File: config.mk
export PLATFORM = sky130hd
export DESIGN_NAME = url_percent_encoder_core
export DESIGN_NICKNAME = d
export VERILOG_FILES = /design/src/rtl/upe_pkg.sv /design/src/rtl/upe_front.sv /design/src/rtl/upe_queue.sv /design/src/rtl/upe_back.sv /design/src/rtl/url_percent_encoder_core.sv
export SDC_FILE = /design/constraint.sdc
export NUM_CORES = 1
export LEC_CHECK = 0
export CAP_MARGIN = 5
export CORE_MARGIN = 5
export CORE_UTILIZATION = 58
export CTS_BUF_LIST = sky130_fd_sc_hd__clkbuf_16
export DETAILED_ROUTE_END_ITERATION = 12
export DONT_BUFFER_PORTS = 1
export GPL_TIMING_DRIVEN = 0
export PLACE_DENSITY = 0.76
export SYNTH_ARGS = -nofsm -noshare
export SYNTH_HDL_FRONTEND = slang
export SYNTH_HIERARCHICAL = 1
export SYNTH_SLANG_ARGS = --single-unit
File: constraint.sdc
create_clock -name clk -period 6.5 [get_ports clk]
set_input_delay 1.3 -clock clk [delete_from_list [all_inputs] [get_ports clk]]
set_output_delay 1.3 -clock clk [all_outputs]
set_load 0.02 [all_outputs]
File: src/rtl/upe_pkg.sv
// Shared types, constants and character classification functions for the URL percent encoder.
package upe_pkg;

    localparam int SAFE_W          = 18;
    localparam int CFG_IDX_W       = 1;
    localparam int SLOTS           = 8;
    localparam int SLOT_CNT_W      = 4;
    localparam int SLOT_IDX_W      = 3;
    localparam int QUEUE_DEPTH_DEF = 2;

    // Register indexes of the configuration port
    localparam logic [CFG_IDX_W-1:0] CFG_KEEP_ESCAPES = 1'b0;
    localparam logic [CFG_IDX_W-1:0] CFG_SAFE_MASK    = 1'b1;

    localparam logic [7:0] CH_PERCENT = 8'h25;
    localparam logic [7:0] CH_TWO     = 8'h32;
    localparam logic [7:0] CH_FIVE    = 8'h35;

    // "%25", first byte in the low bits
    localparam logic [23:0] ESC_PERCENT = {CH_FIVE, CH_TWO, CH_PERCENT};

    // : / ? # [ ] @ ! $ & ' ( ) * + , ; =
    localparam logic [7:0] RESERVED_CHARS [SAFE_W] = '{
        8'h3A, 8'h2F, 8'h3F, 8'h23, 8'h5B, 8'h5D, 8'h40, 8'h21, 8'h24,
        8'h26, 8'h27, 8'h28, 8'h29, 8'h2A, 8'h2B, 8'h2C, 8'h3B, 8'h3D
    };

    localparam logic [7:0] HEX_UPPER [16] = '{
        8'h30, 8'h31, 8'h32, 8'h33, 8'h34, 8'h35, 8'h36, 8'h37,
        8'h38, 8'h39, 8'h41, 8'h42, 8'h43, 8'h44, 8'h45, 8'h46
    };

    // One classified input byte: the output bytes it causes, first byte in the low bits
    typedef struct packed {
        logic [SLOTS*8-1:0]    bytes;
        logic [SLOT_CNT_W-1:0] count;
        logic                  last;
    } cmd_t;

    // Head of the command queue as seen by the back end
    typedef struct packed {
        logic valid;
        cmd_t cmd;
    } head_t;

    function automatic logic is_hex(input logic [7:0] b);
        return b inside {[8'h30:8'h39], [8'h41:8'h46], [8'h61:8'h66]};
    endfunction

    function automatic logic passes(input logic [7:0] b, input logic [SAFE_W-1:0] mask);
        logic hit;
        hit = b inside {[8'h41:8'h5A], [8'h61:8'h7A], [8'h30:8'h39],
                        8'h2E, 8'h7E, 8'h5F, 8'h2D};
        for (int i = 0; i < SAFE_W; i++) begin
            if (b == RESERVED_CHARS[i] && mask[i])
                hit = 1'b1;
        end
        return hit;
    endfunction

    function automatic logic [7:0] hex_char(input logic [3:0] nib);
        return HEX_UPPER[nib];
    endfunction

endpackage

File: src/rtl/upe_front.sv
// Front end: configuration registers, escape lookahead and expansion of each byte into a command.
module upe_front (
    input  logic                         clk,
    input  logic                         rst_n,
    input  logic                         cfg_we,
    input  logic [upe_pkg::CFG_IDX_W-1:0] cfg_index,
    input  logic [upe_pkg::SAFE_W-1:0]   cfg_data,
    input  logic                         take,
    input  logic [7:0]                   data_byte,
    input  logic                         message_last,
    output logic                         cmd_push,
    output upe_pkg::cmd_t                cmd
);
    import upe_pkg::*;

    logic              keep_reg;
    logic [SAFE_W-1:0] safe_mask_reg;
    logic [1:0]        held_count_reg;
    logic [1:0]        held_count_next;
    logic [7:0]        held_digit_reg;
    logic [7:0]        held_digit_next;

    logic [31:0] p_bytes;
    logic [23:0] e_bytes;
    logic [31:0] f_bytes;
    logic [2:0]  len_p;
    logic [1:0]  len_e;
    logic [2:0]  len_f;
    logic [2:0]  off_f;
    logic [1:0]  hc_mid;
    logic        consumed;
    logic        b_hex;

    always_comb
    begin
        b_hex           = is_hex(data_byte);
        p_bytes         = '0;
        e_bytes         = '0;
        f_bytes         = '0;
        len_p           = 3'd0;
        len_e           = 2'd0;
        len_f           = 3'd0;
        consumed        = 1'b0;
        hc_mid          = 2'd0;
        held_digit_next = held_digit_reg;

        // resolve what is already held
        case (held_count_reg)
            2'd0:
            begin
                hc_mid = 2'd0;
            end
            2'd1:
            begin
                if (keep_reg && b_hex)
                begin
                    held_digit_next = data_byte;
                    hc_mid          = 2'd2;
                    consumed        = 1'b1;
                end
                else
                begin
                    p_bytes = {8'h00, ESC_PERCENT};
                    len_p   = 3'd3;
                end
            end
            default:
            begin
                if (keep_reg && b_hex)
                begin
                    p_bytes  = {8'h00, data_byte, held_digit_reg, CH_PERCENT};
                    len_p    = 3'd3;
                    consumed = 1'b1;
                end
                else
                begin
                    p_bytes = {held_digit_reg, ESC_PERCENT};
                    len_p   = 3'd4;
                end
            end
        endcase

        if (!consumed)
        begin
            if (keep_reg && data_byte == CH_PERCENT)
                hc_mid = 2'd1;
            else if (passes(data_byte, safe_mask_reg))
            begin
                e_bytes = {16'h0000, data_byte};
                len_e   = 2'd1;
            end
            else
            begin
                e_bytes = {hex_char(data_byte[3:0]), hex_char(data_byte[7:4]), CH_PERCENT};
                len_e   = 2'd3;
            end
        end

        // flush at message end
        held_count_next = hc_mid;
        if (message_last && hc_mid != 2'd0)
        begin
            held_count_next = 2'd0;
            if (hc_mid == 2'd1)
            begin
                f_bytes = {8'h00, ESC_PERCENT};
                len_f   = 3'd3;
            end
            else
            begin
                f_bytes = {held_digit_next, ESC_PERCENT};
                len_f   = 3'd4;
            end
        end

        off_f = len_p + {1'b0, len_e};
        cmd.bytes = {32'h0, p_bytes}
                  | ({40'h0, e_bytes} << {len_p, 3'b000})
                  | ({32'h0, f_bytes} << {off_f, 3'b000});
        cmd.count = {1'b0, off_f} + {1'b0, len_f};
        cmd.last  = message_last;
        cmd_push  = take && (cmd.count != '0);
    end

    always_ff @(posedge clk or negedge rst_n)
    begin
        if (!rst_n)
        begin
            keep_reg       <= 1'b0;
            safe_mask_reg  <= '0;
            held_count_reg <= 2'd0;
        end
        else
        begin
            if (cfg_we && cfg_index == CFG_KEEP_ESCAPES)
                keep_reg <= cfg_data[0];
            if (cfg_we && cfg_index == CFG_SAFE_MASK)
                safe_mask_reg <= cfg_data;
            if (take)
                held_count_reg <= held_count_next;
        end
    end

    always_ff @(posedge clk)
    begin
        if (take)
            held_digit_reg <= held_digit_next;
    end

    a_held_range: assert property (@(posedge clk) disable iff (!rst_n)
        held_count_reg != 2'd3)
        else $error("held count out of range");

    a_cmd_len: assert property (@(posedge clk) disable iff (!rst_n)
        cmd_push |-> cmd.count <= SLOT_CNT_W'(SLOTS - 1))
        else $error("command longer than seven bytes");

    a_hold_silent: assert property (@(posedge clk) disable iff (!rst_n)
        take && message_last |=> held_count_reg == 2'd0)
        else $error("bytes still held after message end");

endmodule

File: src/rtl/upe_queue.sv
// Command queue between the front end and the back end.
module upe_queue #(
    parameter int DEPTH = upe_pkg::QUEUE_DEPTH_DEF
) (
    input  logic           clk,
    input  logic           rst_n,
    input  logic           wr_en,
    input  upe_pkg::cmd_t  wr_cmd,
    output logic           full,
    input  logic           rd_en,
    output upe_pkg::head_t head
);
    import upe_pkg::*;

    localparam int PTR_W = (DEPTH > 1) ? $clog2(DEPTH) : 1;
    localparam int LVL_W = $clog2(DEPTH + 1);

    cmd_t             entries [DEPTH];
    logic [PTR_W-1:0] wr_ptr_reg;
    logic [PTR_W-1:0] wr_ptr_next;
    logic [PTR_W-1:0] rd_ptr_reg;
    logic [PTR_W-1:0] rd_ptr_next;
    logic [LVL_W-1:0] level_reg;
    logic [LVL_W-1:0] level_next;

    assign full       = (level_reg == LVL_W'(DEPTH));
    assign head.valid = (level_reg != '0);
    assign head.cmd   = entries[rd_ptr_reg];

    always_comb
    begin
        wr_ptr_next = wr_ptr_reg;
        rd_ptr_next = rd_ptr_reg;
        if (wr_en)
            wr_ptr_next = (wr_ptr_reg == PTR_W'(DEPTH - 1)) ? '0 : wr_ptr_reg + 1'b1;
        if (rd_en)
            rd_ptr_next = (rd_ptr_reg == PTR_W'(DEPTH - 1)) ? '0 : rd_ptr_reg + 1'b1;
        level_next = level_reg + LVL_W'(wr_en) - LVL_W'(rd_en);
    end

    always_ff @(posedge clk or negedge rst_n)
    begin
        if (!rst_n)
        begin
            wr_ptr_reg <= '0;
            rd_ptr_reg <= '0;
            level_reg  <= '0;
        end
        else
        begin
            wr_ptr_reg <= wr_ptr_next;
            rd_ptr_reg <= rd_ptr_next;
            level_reg  <= level_next;
        end
    end

    always_ff @(posedge clk)
    begin
        if (wr_en)
            entries[wr_ptr_reg] <= wr_cmd;
    end

    a_no_overflow: assert property (@(posedge clk) disable iff (!rst_n)
        wr_en |-> !full || rd_en)
        else $error("write into a full queue");

    a_no_underflow: assert property (@(posedge clk) disable iff (!rst_n)
        rd_en |-> head.valid)
        else $error("read from an empty queue");

    a_level_range: assert property (@(posedge clk) disable iff (!rst_n)
        level_reg <= LVL_W'(DEPTH))
        else $error("queue level out of range");

endmodule

File: src/rtl/upe_back.sv
// Back end: serializes the head command into one output byte per transfer.
module upe_back (
    input  logic           clk,
    input  logic           rst_n,
    input  upe_pkg::head_t head,
    output logic           deq,
    output logic           empty,
    input  logic           pop,
    output logic [7:0]     out_byte,
    output logic           run_last,
    output logic           message_done
);
    import upe_pkg::*;

    logic [SLOT_IDX_W-1:0] idx_reg;
    logic [SLOT_IDX_W-1:0] idx_next;
    logic                  take;
    logic                  last_slot;

    assign empty        = !head.valid;
    assign take         = pop && head.valid;
    assign last_slot    = ({1'b0, idx_reg} + 1'b1) == head.cmd.count;
    assign out_byte     = head.cmd.bytes[{idx_reg, 3'b000} +: 8];
    assign run_last     = last_slot;
    assign message_done = last_slot && head.cmd.last;
    assign deq          = take && last_slot;

    always_comb
    begin
        idx_next = idx_reg;
        if (deq)
            idx_next = '0;
        else if (take)
            idx_next = idx_reg + 1'b1;
    end

    always_ff @(posedge clk or negedge rst_n)
    begin
        if (!rst_n)
            idx_reg <= '0;
        else
            idx_reg <= idx_next;
    end

    a_idx_in_cmd: assert property (@(posedge clk) disable iff (!rst_n)
        head.valid |-> {1'b0, idx_reg} < head.cmd.count)
        else $error("slot index past command length");

    a_idx_rewind: assert property (@(posedge clk) disable iff (!rst_n)
        deq |=> idx_reg == '0)
        else $error("slot index not rewound after command");

endmodule

File: src/rtl/url_percent_encoder_core.sv
// Top level of the streaming URL percent encoder.
//
//  channel   direction  handshake           payload
//  input     in         push / full         data_byte, message_last
//  result    out        empty / pop         out_byte, run_last, message_done
//  config    in         cfg_we              cfg_index, cfg_data
//
// An input byte is classified in the cycle it is taken and becomes 0 to 7 output bytes.
// The back end sends one output byte per cycle while pop is held, so a byte needing %XX leaves as three output bytes.
// Up to QUEUE_DEPTH expanded input bytes wait between front and back; full rises when it fills.
// Reset clears the held-escape count, the queue and the configuration registers.
// A stall on pop holds the current result steady; input keeps flowing until the queue fills.
module url_percent_encoder_core #(
    parameter int QUEUE_DEPTH = upe_pkg::QUEUE_DEPTH_DEF
) (
    input  logic                          clk,
    input  logic                          rst_n,
    input  logic                          cfg_we,
    input  logic [upe_pkg::CFG_IDX_W-1:0] cfg_index,
    input  logic [upe_pkg::SAFE_W-1:0]    cfg_data,
    input  logic                          push,
    output logic                          full,
    input  logic [7:0]                    data_byte,
    input  logic                          message_last,
    output logic                          empty,
    input  logic                          pop,
    output logic [7:0]                    out_byte,
    output logic                          run_last,
    output logic                          message_done
);
    import upe_pkg::*;

    logic  take;
    logic  cmd_push;
    logic  deq;
    cmd_t  cmd;
    head_t head;

    assign take = push && !full;

    upe_front u_front (
        .clk          (clk),
        .rst_n        (rst_n),
        .cfg_we       (cfg_we),
        .cfg_index    (cfg_index),
        .cfg_data     (cfg_data),
        .take         (take),
        .data_byte    (data_byte),
        .message_last (message_last),
        .cmd_push     (cmd_push),
        .cmd          (cmd)
    );

    upe_queue #(
        .DEPTH (QUEUE_DEPTH)
    ) u_queue (
        .clk    (clk),
        .rst_n  (rst_n),
        .wr_en  (cmd_push),
        .wr_cmd (cmd),
        .full   (full),
        .rd_en  (deq),
        .head   (head)
    );

    upe_back u_back (
        .clk          (clk),
        .rst_n        (rst_n),
        .head         (head),
        .deq          (deq),
        .empty        (empty),
        .pop          (pop),
        .out_byte     (out_byte),
        .run_last     (run_last),
        .message_done (message_done)
    );

endmodule

# Yosys cells after proc, flatten, opt, wreduce, memory -nomap -nowiden

Memories as Yosys holds them, arrays and structs flattened.
Index checks and enable logic that the tools add are counted.

Register bits: 36
Bits in writable memories: 138
Bits in read-only memories: 256
Input port bits: 33
Output and inout bits: 12
Memories kept: 3

Memories:

| name             | depth | bits a word | read ports | clocked after memory_dff | wr ports | RTL line        | source |
|---|---|---|---|---|---|---|---|
| u_queue.entries  | 2     | 69          | 1          | 0                        | 1        | upe_queue.sv:18 | `cmd_t entries [DEPTH];` |
| (name not given) | 16    | 8           | 1          | 0                        | 0        | upe_pkg.sv:62   | `return HEX_UPPER[nib];` |
| (name not given) | 16    | 8           | 1          | 0                        | 0        | upe_pkg.sv:62   |  |

Add/subtract/negate cells: 8
$lt $le $gt $ge: 10
Eq/ne operators: 27
Shifts and indexed selects: 3
Mux-type cells: 55
Bitwise gates (word level): 5
Reduce and logical (&&, ||, !) cells: 42

Operator list:

| kind                 | count |
|---|---|
| $eq A8 B6 Y1 const B | 18 |
| $mux W32             | 3 |
| $mux W24             | 3 |
| $or A32 B64 Y64      | 1 |
| $or A64 B64 Y64      | 1 |
| $pmux W32 S2         | 1 |
| $shiftx A64 B7 Y8    | 1 |
| $shl A24 B6 Y64      | 1 |
| $shl A32 B6 Y64      | 1 |
| $mux W8              | 6 |
| $eq A8 B7 Y1 const B | 5 |
| $logic_and A1 B1 Y1  | 33 |
| $le A8 B7 Y1 const B | 4 |
| $mux W1              | 26 |
| $mux W22             | 1 |
| $mux W2              | 9 |
| $ge A8 B7 Y1 const B | 2 |
| $mux W3              | 5 |
| $ge A5 B5 Y1 const B | 2 |
| $not A4 Y5           | 2 |
| $ge A8 B6 Y1 const B | 1 |
| $le A8 B6 Y1 const B | 1 |
| $reduce_bool A7 Y1   | 1 |
| $pmux W3 S2          | 1 |
| 16 further kinds     | 21 |

# Logic depth before layout (Yosys ltp)

Gate-level depths: netlist (run 1).

Depth after elaboration: 32
Mapped depth: 23
Gate-level depth less buffers: 19

# Cells and area by module

Netlist (run 1), hierarchy kept.

Modules (own cells, without submodules):

| module                   | instances | cells an instance | area an instance (µm²) | sequential area each (µm²) |
|---|---|---|---|---|
| upe_queue                | 1         | 230               | 5530.3                 | 4244.1 |
| upe_front                | 1         | 421               | 3382.0                 | 765.7 |
| upe_back                 | 1         | 55                | 789.5                  | 75.1 |
| url_percent_encoder_core | 1         | 1                 | 13.8                   | 0.0 |

# Least setup slack after synthesis (run 1)

No wires, ideal clock.

Path type: input to register
From: input port data_byte[0]
To: memory u_queue/entries[0][0] (netlist bit) (enable)
Arrival: 8.327 ns
Setup slack: -2.331 ns
Cell stages on the path: 17
Path buffers: 3
Cell sequence: clkbuf_1 -> inv_1 -> ha_1 -> or4b_4 -> a31o_2 -> o2bb2ai_1 -> o21ai_1 -> buf_2 -> a21o_1 -> buf_2 -> ha_1 -> fa_1 -> fa_1 -> xnor2_1 -> xnor2_1 -> o41a_1 -> nor2b_1

RTL lines:

| item               | RTL line                       | source |
|---|---|---|
| start: declaration | url_percent_encoder_core.sv:23 | `input logic [7:0] data_byte,` |
| end: declaration   | upe_queue.sv:18                |  |

==> results of run 1 <==
-- cell families after synthesis --
group | synth area share
buffers and inverters | 0.0515
xor gates and xnor gates | 0.0139
other | 0.000386
muxes | 0.194
DFF | 0.523
adders and majority gates | 0.0234
AOI/OAI and AO/OA | 0.105
and+or+nand+nor | 0.0885
-- timing repair --
item | 4_1_cts | 5_1_grt
buffers inserted | 1 | 3
pin swaps | 0 | 2
resized for setup | 4 | 5
setup endpoints to repair | 128 | 96
-- how the worst min path moves through the flow --
stage,cells after the start,endpoint,slack (ns),from
CTS,1,u_front/safe_mask_reg[15]$_DFFE_PN0P_,0.51,u_front/safe_mask_reg[15]$_DFFE_PN0P_
finish,1,u_front/safe_mask_reg[16]$_DFFE_PN0P_,0.51,u_front/safe_mask_reg[16]$_DFFE_PN0P_
global placement,1,u_front/safe_mask_reg[6]$_DFFE_PN0P_,0.49,u_front/safe_mask_reg[6]$_DFFE_PN0P_
detailed placement,1,u_front/safe_mask_reg[6]$_DFFE_PN0P_,0.50,u_front/safe_mask_reg[6]$_DFFE_PN0P_
floorplan,1,u_front/safe_mask_reg[6]$_DFFE_PN0P_,0.47,u_front/safe_mask_reg[6]$_DFFE_PN0P_
global route,1,u_front/safe_mask_reg[8]$_DFFE_PN0P_,0.52,u_front/safe_mask_reg[8]$_DFFE_PN0P_
-- stage by stage --
| stage | cells | cell area [sq um] | power (mW) |
|---|---|---|---|
| floorplan | 712 | 9800 | 2.78 |
| global placement | 932 | 10100 | 3.07 |
| detailed placement | 935 | 10100 | 3.15 |
| CTS | 968 | 10700 | 4.17 |
| global route | 971 | 10800 | 4.33 |
| finish | 971 | 10800 | 4.14 |
-- layout make-up --
cell class	count	area share
plain buffers	60	0.0416
multi-input cells	460	0.392
well taps	220	0.0255
clock buffers	17	0.0394
flip-flops and latches	174	0.471
clock inverters	15	0.0148
inverters	18	0.00626
repair buffers	7	0.00905
-- routing by layer --
layer / share of wire / global-route usage / vias up
met2: 0.49 / 0.433 / 297
met3: 0.057 / 0.0419 / 54
li1: - / - / 2790
met4: 0.033 / 0.106 / 0
met5: 0 / 0 / -
met1: 0.42 / 0.362 / 3105
-- power by group through the flow --
stage               Clock (mW)  Combinational (mW)  Sequential [mW]
floorplan                    0                1.19             1.59
global placement             0                1.46             1.61
detailed placement           0                1.53             1.62
CTS                       1.03                1.54             1.59
global route              1.09                1.62             1.61
finish                    1.02                1.53             1.59
-- worst max-delay path: cells and delay by family --
family                   cells  cell delay [ns]
adder cells (fa/ha/maj)      3             1.13
AND/OR/NAND/NOR              4             1.16
buffers and inverters        6             1.30
AO/OA/AOI/OAI                4             0.96
XOR/XNOR                     2             0.41
-- cell usage in the layout (no fill, tap or decap), drive strengths merged, types with 15 or more instances in the layout --
master,netlist,final
buf,37,44
inv,18,23
nor2,33,33
ha,15,15
clkbuf,23,40
edfxtp,146,146
nand2,34,34
dfrtp,28,28
a21oi,30,30
mux2,99,99
o21ai,27,27
nand3,16,16
mux4,16,16
==> impl_metrics.csv, run 1 <==
group,metric,value,unit
detailed_routing,via_per_inst,6.43,
place,pre_cts_slack,-0.814,ns
timing,rsz0062_at_grt,"no",
cells_and_area,synthToLayoutAreaGrowth,11.0,%
yosys,synth-seq-area-share,0.523,
yosys,yosysTopAreaCell,"edfxtp_1",
pwr,combPwrFrac,0.370,
detailed_routing,wl_per_cell,26.0,um
floorplanning,die_w,139,um
cts,insertion_delay,0.43,ns
timing,max_slew_margin,0.261,
cts,clk_path_buf_depth,2,
yosys,yosys.area.top_type_share,0.451,
cells_and_area,n_antenna_cell,0,
worst_setup_path,reg2reg_slack,1.76,ns
yosys,yosysMostFrequentCell,"edfxtp_1",
pwr,p_int,2.84,mW
cells_and_area,fin_util,0.653,
detailed_routing,dr.pass1.iters,5,
worst_setup_path,crit_fanout,32,
yosys,ys_warn_count,6,
pwr,ir_drop,0.000317,V
cts,path_clk_slew,0.07,ns
timing,skew,0.00760,ns
worst_setup_path,critPathSlowestCell,"fa_2",
worst_setup_path,cp.required,6.63,ns
yosys,synth_enable_flop_cells,146,
yosys,synth-seq-cells,174,
timing,setup-tns-final,0,ns
worst_setup_path,crit_path_end_kind,"flip-flop",
timing,min_period,6.20,ns
global_route,global_route.usage.total,0.267,
cells_and_area,fill_cells,1193,
detailed_routing,drtAntennaViolNets,0,
cells_and_area,largest_register_ff_count,138,
cells_and_area,multi_input_area,4230,sq um
global_route,antenna_found_initial,0,
global_route,grt_max_degree,68,
floorplanning,start_util,0.588,
pwr,power.density,384,nW/um^2
cells_and_area,ff_latch_area,5080,sq um
detailed_routing,remaining_drc_errors,0,
timing,hold_viol,0,
timing,finalSetupViolCount,0,
cts,cts_buffers,17,
global_route,grt_pass1_vias,6316,
yosys,netlist_area,9720,sq um
worst_setup_path,cp-startpoint,"data_byte[0]",
worst_setup_path,r2r_end,"u_queue/entries[0][8]$_DFFE_PP_",
place,place.gp.congestion,0.976,
timing,hold_ws,0.506,ns
yosys,async_flop_share,0.161,
detailed_routing,vias,6246,
worst_setup_path,setup.worst_path.end,"u_queue/entries[0][8]$_DFFE_PP_",
yosys,postSynthCellCount,707,
detailed_routing,drtIter0Drc,588,
cts,htreeDepth,4,
worst_setup_path,crit_path_cell_trace,"clkbuf_2 -> inv_2 -> ha_4 -> or4b_4 -> a311o_1 -> o211ai_1 -> and4_1 -> o211a_1 -> and2_1 -> buf_4 -> buf_4 -> fa_2 -> fa_2 -> xnor2_1 -> xnor2_2 -> o41a_1 -> nor2b_4 -> buf_12 -> buf_12",
worst_setup_path,arrival,6.32,ns
yosys,ys_types,82,
worst_setup_path,critical-path-max-stage-delay,0.53,ns
floorplanning,fp.dieH,139,um
detailed_routing,drt-total-wl,25200,um
floorplanning,core_area,16500,sq um
cts,cts.sinks,174,
pwr,p_seq_frac,0.384,
yosys,synth_area_leaders,"edfxtp_1 45%, mux2_4 11%, dfrtp_1 7.2%, mux4_1 4.1%, mux2_2 3.5%",
worst_setup_path,worst_setup_path_start_kind,"primary input",
floorplanning,dieArea,19400,sq um
yosys,syn_area_per_cell,13.7,sq um
cts,root_buffer,"clkbuf_16",
worst_setup_path,worst-setup-path-type,"primary input to flip-flop",
pwr,power.switching,1.30,mW
timing,fmax,161,MHz
floorplanning,num_rows,47,
timing,drv_slew,0,
place,io_buffers,0,
min_path,hp-class,"flip-flop to flip-flop",
timing,tightest_slew,1.10,ns
timing,setup_ws,0.305,ns
pwr,clkPwrFrac,0.245,
global_route,overflow,0,
timing,period_share,0.953,
pwr,swShare,0.314,
yosys,synth_common_cells,"146 x edfxtp_1, 69 x mux2_4, 34 x nand2_1",
worst_setup_path,r2r-start,"u_front/held_count_reg[1]$_DFFE_PN0P_",
cells_and_area,drive_gt1_frac,0.272,
floorplanning,io_pins,45,
yosys,synth_ff_type,"edfxtp_1",
cells_and_area,fin_nets,788,
worst_setup_path,r2r.worst_path.cells,14,
job,drv_cap,0,
cts,cts_tree,"yes",
pwr,power_leakage,4.13,nW
cts,cts_hold_buf,0,
global_route,grt_pass1_wl,38900,um
place,post-dp-hpwl,18100,um
outcome,status,"complete, no violations",
(Power assumes the default switching activity.)
==> run 2, diff against run 1 <==
- SYNTH_HIERARCHICAL: 1 -> default
==> run 2 against run 1 <==
Utilization grew 1.3 points. Critical path depth grew 1. Highest routed layer unchanged. Power shrank 11%. Maximum frequency grew 2.0%. Clock power shrank 5%. Flip-flop and latch count is the same.
==> impl_metrics.csv, run 2 <==
group,metric,value,unit
yosys,yosys.area.top_type_share,0.489,
yosys,yosysTopAreaCell,"edfxtp_1",
yosys,netlist_area,8970,sq um
detailed_routing,wl_per_cell,26.3,um
cts,root_buffer,"clkbuf_16",
floorplanning,start_util,0.590,
job,drv_cap,0,
global_route,grt_max_degree,43,
yosys,synth_ff_type,"edfxtp_1",
worst_setup_path,cp-startpoint,"data_byte[0]",
pwr,power.density,367,nW/um^2
detailed_routing,remaining_drc_errors,0,
floorplanning,num_rows,45,
yosys,synth_enable_flop_cells,146,
timing,rsz0062_at_grt,"no",
yosys,synth-seq-cells,174,
place,pre_cts_slack,-0.343,ns
timing,min_period,6.07,ns
yosys,postSynthCellCount,671,
place,dp_cells,874,
detailed_routing,dr.pass1.iters,6,
timing,finalSetupViolCount,0,
cells_and_area,fin_cells,912,
min_path,hold_start,"u_front.safe_mask_reg[1]$_DFFE_PN0P_",
global_route,global_route.usage.total,0.279,
place,io_buffers,0,
cells_and_area,fill_cells,1129,
worst_setup_path,arrival,6.18,ns
detailed_routing,drtAntennaViolNets,0,
cts,cts_tree,"yes",
cells_and_area,final_cell_mix,"146 x edfxtp_1, 52 x nand2_1, 40 x mux4_2",
timing,tightest_slew,1.21,ns
global_route,grt_pass1_vias,6246,
cells_and_area,n_antenna_cell,0,
cells_and_area,fin_nets,762,
timing,drv_slew,0,
floorplanning,fp.dieH,134,um
floorplanning,die_w,134,um
worst_setup_path,setup.worst_path.end,"u_queue.entries[1][5]$_DFFE_PP_",
cts,htreeDepth,4,
detailed_routing,vias,6033,
worst_setup_path,r2r_end,"u_queue.entries[1][5]$_DFFE_PP_",
pwr,power_leakage,3.56,nW
yosys,ys_types,86,
place,post-dp-hpwl,17600,um
min_path,hp-class,"flip-flop to flip-flop",
worst_setup_path,crit_path_end_kind,"flip-flop",
global_route,antenna_found_initial,0,
timing,hold_ws,0.509,ns
cts,insertion_delay,0.42,ns
cts,clk_path_buf_depth,2,
yosys,syn_area_per_cell,13.4,sq um
worst_setup_path,worst_setup_path_start_kind,"primary input",
worst_setup_path,cp.required,6.61,ns
floorplanning,io_pins,45,
timing,skew,0.00813,ns
detailed_routing,via_per_inst,6.62,
detailed_routing,drt-total-wl,24000,um
worst_setup_path,crit_fanout,42,
yosys,synth-seq-area-share,0.567,
timing,period_share,0.934,
floorplanning,dieArea,18000,sq um
timing,setup-tns-final,0,ns
pwr,ir_drop,0.000313,V
cells_and_area,largest_register_ff_count,138,
timing,fmax,165,MHz
outcome,status,"complete, no violations",
worst_setup_path,worst-setup-path-type,"primary input to flip-flop",
global_route,grt_pass1_wl,37000,um
yosys,synth_common_cells,"146 x edfxtp_1, 53 x nand2_1, 40 x mux4_2",
detailed_routing,wl_met3,2040,um
cts,path_clk_slew,0.06,ns
place,place.gp.congestion,1.01,
detailed_routing,route.top_layer_used,"met4",
worst_setup_path,reg2reg_slack,1.93,ns
timing,hold_viol,0,
worst_setup_path,r2r.worst_path.cells,17,
cts,cts_buffers,17,
global_route,overflow,0,
cells_and_area,synthToLayoutAreaGrowth,12.8,%
detailed_routing,wl_met2,11400,um
yosys,async_flop_share,0.161,
yosys,synth_area_leaders,"edfxtp_1 49%, mux4_2 10%, dfrtp_1 7.8%, mux2_2 2.4%, ha_1 2.2%",
cts,cts_hold_buf,0,
timing,max_slew_margin,0.194,
yosys,ys_warn_count,0,
timing,setup_ws,0.428,ns
cells_and_area,drive_gt1_frac,0.215,
cts,cts.sinks,174,
detailed_routing,drtIter0Drc,672,
detailed_routing,drt-met1-wl,9680,um
worst_setup_path,r2r-start,"u_front.safe_mask_reg[16]$_DFFE_PN0P_",
cells_and_area,final_common_cell,"edfxtp_1",
yosys,yosysMostFrequentCell,"edfxtp_1",
floorplanning,core_area,15200,sq um
run 2: changes by cell type in the layout (fill, tap and decap cells not counted), sizes merged, moves of 11 or more:
cell / change
buf: -21
mux2: -80
mux4: +24
nand2: +21
o21ai: +11
run 2: worst max-delay path, stage by stage:
cell and delay (ns):
clkbuf_2 0.21, inv_2 0.21, ha_4 0.21, or4b_4 0.52
a311oi_2 0.37, or2_2 0.18, o2111a_1 0.21, nand2_2 0.20
nor2_4 0.28, buf_6 0.19, fa_2 0.21, buf_6 0.16
xnor2_4 0.15, inv_2 0.13, ha_4 0.32, a21o_1 0.20
nor4_4 0.08, nor2_1 0.22, and2_4 0.48, buf_12 0.30
run 2: cell families after synthesis:
| kind of cell | Yosys count | synth area share |
|---|---|---|
| AO/OA/AOI/OAI | 151 | 0.123 |
| AND/OR/NAND/NOR | 178 | 0.103 |
| flip-flops | 174 | 0.567 |
| other | 1 | 0.000418 |
| XOR/XNOR | 11 | 0.0116 |
| adder cells (fa/ha/maj) | 18 | 0.0268 |
| buffers and inverters | 68 | 0.0322 |
| multiplexers | 70 | 0.137 |
run 2: layout make-up:
cell class	instances	area (sq um)	share of cell area
Buffer	43	210	0.0208
Clock buffer	17	425	0.0421
Clock inverter	15	136	0.0135
Inverter	25	100	0.00989
Multi-Input combinational cell	440	3790	0.375
Sequential cell	174	5080	0.503
Tap cell	188	235	0.0233
Timing Repair Buffer	10	130	0.0129
run 2: what timing repair did:
item	4_1_cts	5_1_grt
endpoints found under the setup margin	0	61
buffers inserted	0	5
resized for setup	0	1
endpoints found under the hold margin	0	0
run 2: worst min-delay path by stage:
stage	depth (start not counted)	to
after detailed placement	1	u_front.safe_mask_reg[1]$_DFFE_PN0P_
final	1	u_front.safe_mask_reg[1]$_DFFE_PN0P_
after global placement	1	u_front.safe_mask_reg[2]$_DFFE_PN0P_
after CTS	1	u_front.safe_mask_reg[1]$_DFFE_PN0P_
after floorplan	1	u_front.safe_mask_reg[2]$_DFFE_PN0P_
after global routing	1	u_front.safe_mask_reg[9]$_DFFE_PN0P_
run 2: metrics by stage:
step,total power [mW],area (sq um),utilization
2_1_floorplan,2.42,9180,-
3_3_place_gp,2.69,9410,0.619
3_5_place_dp,2.76,9490,0.624
4_1_cts,3.72,10100,0.661
5_1_grt,3.88,10100,0.665
6_report,3.71,10100,0.665
run 2: report_power, final:
group          total [mW]  switching, mW  internal (mW)
Combinational        1.15          0.668          0.484
Sequential           1.59         0.0848           1.51
Clock               0.965          0.432          0.532
Total                3.71           1.18           2.52
run 2: routing by layer:
metal	vias up	track usage
met5	-	0
met3	66	0.0668
li1	2706	-
met4	0	0.107
met1	2984	0.373
met2	277	0.446
==> run 3, diff against run 2 <==
- CORE_UTILIZATION: 58 -> 55
- PLACE_DENSITY: 0.76 -> 0.73
==> run 3 against run 2 <==
Register-to-register slack is essentially flat. Flip-flop and latch count unchanged. Die area up 5.0%. Non-clock buffer count fell by 1. Power fell by 0.98%. Global-route usage fell by 0.64 points. Worst hold slack worse by 0.0038 ns. Sequential share of layout area barely moved.
==> impl_metrics.csv, run 3 (same netlist as run 2, synthesis figures left out) <==
group,metric,value,unit
outcome,status,"complete, no violations",
worst_setup_path,crit_path_cell_trace,"clkbuf_2 -> inv_2 -> ha_4 -> or4b_4 -> a311oi_2 -> nor2_1 -> o31ai_2 -> nand2_2 -> inv_4 -> ha_4 -> fa_2 -> ha_1 -> a21o_1 -> a21o_1 -> nor4_4 -> nor2_1 -> and2_4 -> buf_16",
detailed_routing,drtIter0Drc,623,
detailed_routing,wl_per_cell,26.1,um
timing,rsz0062_at_grt,"no",
cts,root_buffer,"clkbuf_16",
worst_setup_path,arrival,6.23,ns
min_path,hp-class,"flip-flop to flip-flop",
detailed_routing,vias,6065,
detailed_routing,dr.pass1.iters,5,
cells_and_area,final_cell_mix,"146 x edfxtp_1, 52 x nand2_1, 40 x mux4_2",
cells_and_area,synthToLayoutAreaGrowth,12.9,%
global_route,grt_pass1_wl,37000,um
cts,cts_buffers,17,
timing,tightest_slew,1.16,ns
cts,clk_path_buf_depth,2,
worst_setup_path,crit_path_end_kind,"flip-flop",
global_route,grt_max_degree,49,
timing,fmax,164,MHz
global_route,antenna_found_initial,0,
timing,hold_viol,0,
global_route,global_route.usage.total,0.272,
floorplanning,io_pins,45,
timing,drv_slew,0,
cts,cts.sinks,174,
global_route,overflow,0,
floorplanning,dieArea,19000,sq um
cts,htreeDepth,4,
cells_and_area,fin_nets,761,
timing,max_slew_margin,0.217,
worst_setup_path,worst_setup_path_start_kind,"primary input",
job,drv_cap,0,
timing,period_share,0.938,
timing,finalSetupViolCount,0,
floorplanning,core_area,15900,sq um
worst_setup_path,crit_fanout,48,
floorplanning,num_rows,46,
floorplanning,die_w,138,um
cts,insertion_delay,0.42,ns
detailed_routing,remaining_drc_errors,0,
floorplanning,start_util,0.563,
cells_and_area,fin_cells,939,
detailed_routing,drtAntennaViolNets,0,
worst_setup_path,critical-path-max-stage-delay,0.53,ns
timing,hold_ws,0.506,ns
cells_and_area,drive_gt1_frac,0.214,
cells_and_area,largest_register_ff_count,138,
place,post-dp-hpwl,17800,um
worst_setup_path,cp.required,6.64,ns
detailed_routing,via_per_inst,6.46,
place,dp_cells,902,
worst_setup_path,worst-setup-path-type,"primary input to flip-flop",
timing,skew,0.00899,ns
floorplanning,fp.dieH,138,um
timing,min_period,6.10,ns
worst_setup_path,critPathSlowestCell,"or4b_4",
timing,setup-tns-final,0,ns
global_route,grt_pass1_vias,6193,
cts,path_clk_slew,0.06,ns
place,io_buffers,0,
pwr,finalPower,3.67,mW
cells_and_area,final_common_cell,"edfxtp_1",
pwr,power.density,363,nW/um^2
cts,cts_tree,"yes",
place,place.gp.congestion,1.00,
pwr,power_leakage,3.54,nW
cells_and_area,n_antenna_cell,0,
pwr,ir_drop,0.000356,V
detailed_routing,drt-total-wl,24500,um
cts,cts_hold_buf,0,
==> run 3: changes by cell type in the layout (fill, tap and decap cells not counted), sizes merged <==
cell,before,now
bufinv,1,0
inv,30,26
clkinv,7,11
clkinvlp,2,3
buf,23,22
==> run 3: worst paths after layout <==
path,from,endpoint,slack (ns),cells past startpoint
hold / removal,u_front.safe_mask_reg[17]$_DFFE_PN0P_,u_front.safe_mask_reg[17]$_DFFE_PN0P_,0.51,1
hold reg to reg,u_front.safe_mask_reg[17]$_DFFE_PN0P_,u_front.safe_mask_reg[17]$_DFFE_PN0P_,0.51,1
min in group asynchronous,rst_n,u_back.idx_reg[0]$_DFFE_PN0P_,0.56,0
setup reg to reg,u_front.safe_mask_reg[16]$_DFFE_PN0P_,u_queue.entries[1][47]$_DFFE_PP_,1.92,15
setup / recovery,data_byte[0],u_queue.entries[1][47]$_DFFE_PP_,0.40,18
max in group asynchronous,rst_n,u_front.safe_mask_reg[12]$_DFFE_PN0P_,5.86,0
==> run 3: critical path, delay by kind of cell <==
kind	cells	cell delay, ns
adders and majority gates	4	1.16
AOI/OAI and AO/OA	4	1.26
and+or+nand+nor	6	1.64
buffers and inverters	4	0.78
==> run 3: repair_timing <==
| action | 4_1_cts | 5_1_grt |
|---|---|---|
| resized for setup | 0 | 0 |
| setup buffers | 0 | 3 |
| pin swaps | 1 | 1 |
| setup endpoints to repair | 20 | 36 |
==> run 3: cell type report <==
type	instances	area, sq um
buffer	43	210
timing repair buffer	9	150
tap	216	270
fill	1229	5820
sequential	174	5080
inverter	25	100
clock inverter	15	96.3
multi-input combinational	440	3780
clock buffer	17	425
==> run 3: per-layer routing <==
metal	wire, um	track usage	up-vias	share of wire
met1	10300	0.374	3043	0.42
met2	11500	0.425	282	0.47
met3	1780	0.0478	50	0.073
li1	-	-	2690	-
met4	904	0.128	0	0.037
met5	0	0	-	0
==> run 3: power breakdown <==
group / internal [mW] / switching (mW) / leakage (nW)
Sequential: 1.51 / 0.0830 / 1.71
Clock: 0.485 / 0.417 / 0.258
Combinational: 0.495 / 0.685 / 1.57
==> run 3: stage by stage <==
step                      area [sq um]  setup slack [ns]   util
after floorplan                   9180            -0.177      -
after global placement            9450             -1.68  0.593
after detailed placement          9550            -0.475  0.599
after CTS                        10100            0.0334  0.632
after global routing             10100             0.217  0.635
final                            10100             0.405  0.635
